[src/rtl/prime_counter_trial_division_assert.svh]
// assertion helpers for the prime counter
`ifndef PRIME_COUNTER_TRIAL_DIVISION_ASSERT_SVH
`define PRIME_COUNTER_TRIAL_DIVISION_ASSERT_SVH
`ifndef SYNTHESIS
`define PCTD_ASSERT_NOW(label, clk, rst, cond, expr) \
   label: assert property (@(posedge clk) disable iff (rst) (cond) |-> (expr)) \
      else $error("assertion failed");
`define PCTD_ASSERT_NEXT(label, clk, rst, cond, expr) \
   label: assert property (@(posedge clk) disable iff (rst) (cond) |=> (expr)) \
      else $error("assertion failed");
`else
`define PCTD_ASSERT_NOW(label, clk, rst, cond, expr)
`define PCTD_ASSERT_NEXT(label, clk, rst, cond, expr)
`endif
`endif

[src/rtl/pctd_pkg.sv]
`timescale 1ns / 1ps
package pctd_pkg;

   localparam int VALUE_BITS_DEF = 32;
   localparam int LIMIT_BITS     = 32;
   localparam int COUNT_BITS     = 27;

   typedef struct packed {
      logic load;
      logic cand_start;
      logic prime;
      logic composite;
      logic div_start;
      logic div_step;
      logic div_next;
      logic out_load;
   } cmd_type;

   typedef struct packed {
      logic lim_small;
      logic cand_done;
      logic sq_gt;
      logic div_done;
      logic rem_zero;
   } status_type;

endpackage

[src/rtl/pctd_ctrl.sv]
`timescale 1ns / 1ps
module pctd_ctrl (
   input  logic                clock,
   input  logic                reset,
   input  logic                req_valid,
   output logic                req_stall,
   output logic                rsp_valid,
   input  logic                rsp_stall,
   input  pctd_pkg::status_type status,
   output pctd_pkg::cmd_type    cmd
);
   import pctd_pkg::*;

   typedef enum logic [4:0] {
      S_IDLE = 5'b00001,
      S_CAND = 5'b00010,
      S_TEST = 5'b00100,
      S_DIV  = 5'b01000,
      S_FIN  = 5'b10000
   } state_type;

   state_type state_ff, state_in;
   logic      rsp_valid_ff, rsp_valid_in;

   always_comb begin
      state_in = state_ff;
      cmd      = '0;
      unique case (state_ff)
         S_IDLE: begin
            if (req_valid) begin
               cmd.load = 1'b1;
               state_in = status.lim_small ? S_FIN : S_CAND;
            end
         end
         S_CAND: begin
            if (status.cand_done) begin
               state_in = S_FIN;
            end else begin
               cmd.cand_start = 1'b1;
               state_in       = S_TEST;
            end
         end
         S_TEST: begin
            if (status.sq_gt) begin
               cmd.prime = 1'b1;
               state_in  = S_CAND;
            end else begin
               cmd.div_start = 1'b1;
               state_in      = S_DIV;
            end
         end
         S_DIV: begin
            if (!status.div_done) begin
               cmd.div_step = 1'b1;
            end else if (status.rem_zero) begin
               cmd.composite = 1'b1;
               state_in      = S_CAND;
            end else begin
               cmd.div_next = 1'b1;
               state_in     = S_TEST;
            end
         end
         S_FIN: begin
            if (!rsp_valid_ff || !rsp_stall) begin
               cmd.out_load = 1'b1;
               state_in     = S_IDLE;
            end
         end
         default: state_in = S_IDLE;
      endcase
   end

   always_comb begin
      rsp_valid_in = rsp_valid_ff;
      if (cmd.out_load) begin
         rsp_valid_in = 1'b1;
      end else if (!rsp_stall) begin
         rsp_valid_in = 1'b0;
      end
   end

   always_ff @(posedge clock) begin
      if (reset) begin
         state_ff     <= S_IDLE;
         rsp_valid_ff <= 1'b0;
      end else begin
         state_ff     <= state_in;
         rsp_valid_ff <= rsp_valid_in;
      end
   end

   assign req_stall = (state_ff != S_IDLE);
   assign rsp_valid = rsp_valid_ff;

endmodule

[src/rtl/pctd_datapath.sv]
`timescale 1ns / 1ps
module pctd_datapath #(
   parameter int VALUE_BITS = pctd_pkg::VALUE_BITS_DEF
) (
   input  logic                             clock,
   input  logic [pctd_pkg::LIMIT_BITS-1:0]  req_limit,
   input  pctd_pkg::cmd_type                cmd,
   output pctd_pkg::status_type             status,
   output logic [pctd_pkg::COUNT_BITS-1:0]  rsp_prime_count
);
   import pctd_pkg::*;

   localparam int DW  = VALUE_BITS / 2 + 2;   // divisor width
   localparam int SQW = VALUE_BITS + 1;       // divisor square width
   localparam int CW  = $clog2(VALUE_BITS + 1);

   logic [VALUE_BITS-1:0] limit_ff, limit_in;
   logic [VALUE_BITS-1:0] cand_ff, cand_in;
   logic [DW-1:0]         div_ff, div_in;
   logic [SQW-1:0]        sq_ff, sq_in;
   logic [COUNT_BITS-1:0] count_ff, count_in;
   logic [VALUE_BITS-1:0] dvd_ff, dvd_in;
   logic [DW-1:0]         rem_ff, rem_in;
   logic [CW-1:0]         step_ff, step_in;
   logic [COUNT_BITS-1:0] out_ff, out_in;
   logic [VALUE_BITS-1:0] lim_low;
   logic [DW:0]           trial;
   logic [DW:0]           trial_diff;

   assign lim_low    = req_limit[VALUE_BITS-1:0];
   assign trial      = {rem_ff, dvd_ff[VALUE_BITS-1]};
   assign trial_diff = trial - {1'b0, div_ff};

   assign status.lim_small = lim_low[VALUE_BITS-1] || (lim_low < VALUE_BITS'(3));
   assign status.cand_done = (cand_ff >= limit_ff);
   assign status.sq_gt     = (sq_ff > {1'b0, cand_ff});
   assign status.div_done  = (step_ff == CW'(VALUE_BITS));
   assign status.rem_zero  = (rem_ff == '0);

   always_comb begin
      limit_in = limit_ff;
      cand_in  = cand_ff;
      div_in   = div_ff;
      sq_in    = sq_ff;
      count_in = count_ff;
      dvd_in   = dvd_ff;
      rem_in   = rem_ff;
      step_in  = step_ff;
      out_in   = out_ff;
      if (cmd.load) begin
         limit_in = lim_low;
         cand_in  = VALUE_BITS'(3);
         count_in = status.lim_small ? '0 : COUNT_BITS'(1);
      end
      if (cmd.cand_start) begin
         div_in = DW'(3);
         sq_in  = SQW'(9);
      end
      if (cmd.prime) begin
         count_in = count_ff + COUNT_BITS'(1);
         cand_in  = cand_ff + VALUE_BITS'(2);
      end
      if (cmd.composite) begin
         cand_in = cand_ff + VALUE_BITS'(2);
      end
      if (cmd.div_start) begin
         dvd_in  = cand_ff;
         rem_in  = '0;
         step_in = '0;
      end
      if (cmd.div_step) begin
         // one restoring step: bring down the next bit of the candidate
         if (trial >= {1'b0, div_ff}) begin
            rem_in = trial_diff[DW-1:0];
         end else begin
            rem_in = trial[DW-1:0];
         end
         dvd_in  = {dvd_ff[VALUE_BITS-2:0], 1'b0};
         step_in = step_ff + CW'(1);
      end
      if (cmd.div_next) begin
         // (d+2)^2 = d^2 + 4d + 4
         div_in = div_ff + DW'(2);
         sq_in  = sq_ff + (SQW'(div_ff) << 2) + SQW'(4);
      end
      if (cmd.out_load) begin
         out_in = count_ff;
      end
   end

   always_ff @(posedge clock) begin
      limit_ff <= limit_in;
      cand_ff  <= cand_in;
      div_ff   <= div_in;
      sq_ff    <= sq_in;
      count_ff <= count_in;
      dvd_ff   <= dvd_in;
      rem_ff   <= rem_in;
      step_ff  <= step_in;
      out_ff   <= out_in;
   end

   assign rsp_prime_count = out_ff;

endmodule

[src/rtl/prime_counter_trial_division.sv]
`timescale 1ns / 1ps
// channel  direction  handshake             word
// req      in         req_valid/req_stall   req_limit (32 bits, signed)
// rsp      out        rsp_valid/rsp_stall   rsp_prime_count (27 bits)
//
// one limit at a time; a limit below three goes from idle straight to the result
// otherwise each odd candidate passes the candidate and test states, plus a pass of
// the bit-serial remainder unit over all VALUE_BITS bits per trial divisor, which sets the rate
// synchronous active-high reset clears the controller and the result valid only
// a new limit is taken while the previous count still waits in the output register
module prime_counter_trial_division #(
   parameter int VALUE_BITS = pctd_pkg::VALUE_BITS_DEF
) (
   input  logic                            clock,
   input  logic                            reset,
   input  logic                            req_valid,
   output logic                            req_stall,
   input  logic [pctd_pkg::LIMIT_BITS-1:0] req_limit,
   output logic                            rsp_valid,
   input  logic                            rsp_stall,
   output logic [pctd_pkg::COUNT_BITS-1:0] rsp_prime_count
);
   import pctd_pkg::*;

   `include "prime_counter_trial_division_assert.svh"

   cmd_type    cmd;
   status_type status;

   // sequencer: candidate loop, divisor loop, result handshake
   pctd_ctrl u_ctrl (
      .clock     (clock),
      .reset     (reset),
      .req_valid (req_valid),
      .req_stall (req_stall),
      .rsp_valid (rsp_valid),
      .rsp_stall (rsp_stall),
      .status    (status),
      .cmd       (cmd)
   );

   // candidate, divisor, running square, remainder unit and count
   pctd_datapath #(
      .VALUE_BITS (VALUE_BITS)
   ) u_datapath (
      .clock           (clock),
      .req_limit       (req_limit),
      .cmd             (cmd),
      .status          (status),
      .rsp_prime_count (rsp_prime_count)
   );

   // once a limit is taken the block is busy in the following cycle
   `PCTD_ASSERT_NEXT(a_busy_after_accept, clock, reset, req_valid && !req_stall, req_stall)
   // a fresh result always comes with the block back at rest
   `PCTD_ASSERT_NOW(a_idle_on_result, clock, reset, $rose(rsp_valid), !req_stall)
   // the remainder unit is only stepped while it has bits left
   `PCTD_ASSERT_NOW(a_step_in_range, clock, reset, cmd.div_step, !status.div_done)

endmodule

[config.mk]
export PLATFORM = sky130hd
export DESIGN_NAME = prime_counter_trial_division
export DESIGN_NICKNAME = d
export VERILOG_FILES = /design/src/rtl/pctd_pkg.sv /design/src/rtl/pctd_ctrl.sv /design/src/rtl/pctd_datapath.sv /design/src/rtl/prime_counter_trial_division.sv
export VERILOG_INCLUDE_DIRS = /design/src /design/src/rtl
export SDC_FILE = /design/constraint.sdc
export NUM_CORES = 1
export LEC_CHECK = 0
export CORE_UTILIZATION = 60
export CTS_CLUSTER_DIAMETER = 40
export CTS_CLUSTER_SIZE = 24
export DETAILED_ROUTE_END_ITERATION = 7
export DONT_BUFFER_PORTS = 1
export PLACE_DENSITY = 0.87
export SLEW_MARGIN = 20
export SYNTH_ARGS = -nofsm -noshare
export SYNTH_HDL_FRONTEND = slang
export SYNTH_SLANG_ARGS = --single-unit
[constraint.sdc]
create_clock -name clock -period 12.65 [get_ports clock]
set_clock_uncertainty 0.2 [all_clocks]
set_input_delay 0.6325 -clock clock [delete_from_list [all_inputs] [get_ports clock]]
set_output_delay 0.6325 -clock clock [all_outputs]
set_load 0.02 [all_outputs]
==> reports/qor.txt <==
status - finished, final reports clean
overall track demand over capacity in global routing - 28.4%
final WL - 31.5 mm
Seq/Total Area, Yosys - 51.5%
# rows - 53
Hold WC Path Type - input port to flop
Remaining Overflow, GRT - 0
H-tree Lvls - 1
nets@finish - 1392
final worst path period need - 4.96 ns
VDD IR-drop max - 125 uV
crit end category - flop
reg2reg end - u_datapath.dvd_ff[29]$_DFFE_PP_
number of max-cap violations - 0
Post-synth EDFFs - 220
slowest CP cell - a21oi_4
final hold viol count - 0
layout cells sized above 1 - 6.67%
die span in x - 150 um
hpwl dp - 19.4 mm
Cell Pwr Density - 142 mW/mm^2
DR vias/cell - 6.35
largest net degree at the start of global routing - 49
hold_ws - 0.0152 ns
Crit path depth - 9
# port buffers - 0
top-area cell type share of the netlist area - 50.4%
syn_area_per_cell - 11.0 sq um
initial drt markers - 923
FF-to-FF Start - u_datapath.cand_ff[27]$_DFFE_PP_
CP Data Arrival Time - 4.98 ns
Gate Count Post-Synth - 1187
Synth area leaders - edfxtp_1, ha_1, xnor2_1, nor2_1, inv_1
WS Path Type - flop to flop
Die Span Y - 150 um
Cell variety after synth - 63
Remaining DRCs - 0
clk_lat worst skew - 0.59 ns
Static Leak - 0.00568 uW
worst endpoint required time - 12.68 ns
worst hold stages - 2
Critical Path, Cell by Cell - inv_1 -> ha_1 -> nand4_1 -> or4b_1 -> or4_4 -> a21oi_4 -> nor2_1 -> inv_2 -> buf_4
Worst Tran Pin Value - 1.04 ns
Ant. Diodes - 0
Area Growth Syn to Fin - 13.2%
Clock Pin Slew Worst Setup and Hold Paths - 0.07 ns
setup bufs post-CTS - 0
Mapped Area - 0.0131 sq mm
final setup fails - 0
DR WL/cell - 20.5 um
Bufs on Longest Clock Path - 3
Antenna Nets Post-Route - 0
detailed-route via count - 9748
start point of the worst hold path - reset
first-pass GRT wire length - 49.6 mm
Async S/R FF share, synth - 0%
clk sink count - 227
FF+latch count, synth - 227
Most used DFF post-synth - edfxtp_1
Core Area - 0.0212 sq mm
crit-path max FO - 34
Slew headroom - 30.4%
Final period util - 39.2%
die area - 0.0224 sq mm
cell family with most CP delay - simple AND/OR/NAND/NOR gates
fmax - 0.202 GHz
vias in the first global route - 9881
total CTS buffers - 31
Hold EP - u_ctrl.state_ff[1]$_SDFFE_PP0P_
TritonCTS clock tree - yes
crit start category - flop
Root Driver - clkbuf_16
Initial Utilization - 61.8%
Max stage delay on crit path - 0.83 ns
RSZ-0062 raised after global routing - false
gpl congestion - 0.875
final slew viol count - 0
Ys Warns - 0
R2R setup slack - 7.69 ns
initial antenna violation count - 0
Yosys top cell by area - edfxtp_1
Pre-Repair DR Iteration Count - 6
Net Count, Synth - 1344
R2R depth - 9
Final TNS setup - 0 ns
io pins - 65
critical path buffer and inverter count - 3
[worst max-delay path by stage]
| stage | from | to | slack (ns) |
|---|---|---|---|
| detailed placement | u_datapath.cand_ff[28]$_DFFE_PP_ | u_datapath.cand_ff[29]$_DFFE_PP_ | 7.80 |
| finish | u_datapath.cand_ff[27]$_DFFE_PP_ | u_datapath.dvd_ff[29]$_DFFE_PP_ | 7.69 |
| floorplan | u_datapath.cand_ff[0]$_DFFE_PP_ | u_datapath.div_ff[10]$_SDFFCE_PN0P_ | 7.91 |
| global placement | u_datapath.cand_ff[28]$_DFFE_PP_ | u_datapath.cand_ff[28]$_DFFE_PP_ | 7.93 |
| global route | u_datapath.cand_ff[26]$_DFFE_PP_ | u_datapath.dvd_ff[29]$_DFFE_PP_ | 7.60 |
| CTS | u_datapath.cand_ff[10]$_DFFE_PP_ | u_datapath.cand_ff[16]$_DFFE_PP_ | 7.61 |
[cell type report]
| type | instances | area (sq um) |
|---|---|---|
| clock buffers | 31 | 776 |
| well taps | 275 | 344 |
| inverters | 108 | 405 |
| multi-input cells | 826 | 5840 |
| fillers | 1330 | 6390 |
| clock inverters | 27 | 324 |
| flip-flops and latches | 227 | 6750 |
| repair buffers | 41 | 398 |
[timing repair]
action / 4_1_cts / 5_1_grt
hold buffers: 33 / 0
endpoints found under the hold margin: 37 / 0
resized for setup: 0 / 0
[cell usage in the layout, fill, tap and decap left out, types with 33 or more instances in the layout]
cell type and instances:
nand2_1 58, nor2_1 153, a21oi_1 50, edfxtp_1 220
nand3_1 44, ha_1 119, inv_1 106, dlygate4sd3_1 33
xnor2_1 70, xor2_1 33
[power by group]
| group | leakage [uW] | switching [uW] | internal [uW] | total (uW) |
|---|---|---|---|---|
| combinational | 0.00319 | 154 | 101 | 255 |
| clock | 0.000533 | 388 | 531 | 919 |
| sequential | 0.00195 | 47.8 | 881 | 928 |
[flip-flops by register name (all words and copies together) (netlist names)]
name,count
u_ctrl.rsp_valid,1
u_ctrl.state_ff,5
u_datapath.cand_ff,32
u_datapath.count_ff,27
u_datapath.div_ff,17
u_datapath.dvd_ff,32
u_datapath.limit_ff,32
u_datapath.rem_ff,18
u_datapath.rsp_prime_count,27
u_datapath.sq_ff,30
u_datapath.step_ff,6
[layer usage]
layer,track usage [%],vias to the layer above,share of wire (%)
met2,49.4,550,49
met4,14.0,0,4.8
met3,5.76,144,8.2
met5,0,-,0
met1,33.5,4615,38
li1,-,4439,-
[through the flow]
stage / instances / cell area, sq um / total power [uW] / setup WS (ns) / util, %
floorplan: 1187 / 13100 / 1100 / 7.91 / -
detailed placement: 1443 / 13400 / 1170 / 7.80 / 63.0
global placement: 1443 / 13400 / 1150 / 7.93 / 63.0
finish: 1535 / 14800 / 2100 / 7.69 / 69.9
CTS: 1534 / 14800 / 2090 / 7.61 / 69.8
global route: 1535 / 14800 / 2170 / 7.60 / 69.9
[cells in the mapped netlist, types with 7 or more instances]
master and n:
clkbuf_1 8, xnor2_1 70, a22o_1 31, nand3_1 44, buf_4 8, a211oi_1 9
nor2b_1 11, and3_1 18, inv_1 108, o21ai_0 31, dfxtp_1 7, edfxtp_1 220
nand4_1 25, nand2b_1 7, nand2_1 59, buf_2 9, xor2_1 33, mux2i_1 11
nor4_1 16, ha_1 119, a21o_1 27, or3_1 7, a21oi_1 51, nor2_1 154
nor3_1 25
[kinds of logic (layout without fill, tap and decap cells)]
logic type	count (synthesis)	count (layout)	share of synthesized area, %
multiplexers	11	11	0.840
XOR/XNOR	103	103	6.88
adder cells (fa/ha/maj)	121	121	11.7
buffers and inverters	134	207	4.16
flip-flops	227	227	51.5
AO/OA/AOI/OAI	199	199	10.6
AND/OR/NAND/NOR	392	392	14.4
[worst reg2reg max path: cells and delay by family, from the launching register on]
family | cells | cell delay (ns)
adder cells (fa/ha/maj) | 1 | 0.32
AO/OA/AOI/OAI | 1 | 0.83
buffers and inverters | 3 | 1.18
AND/OR/NAND/NOR | 4 | 1.55
flip-flops | 1 | 0.50
(Power assumes the default switching activity.)
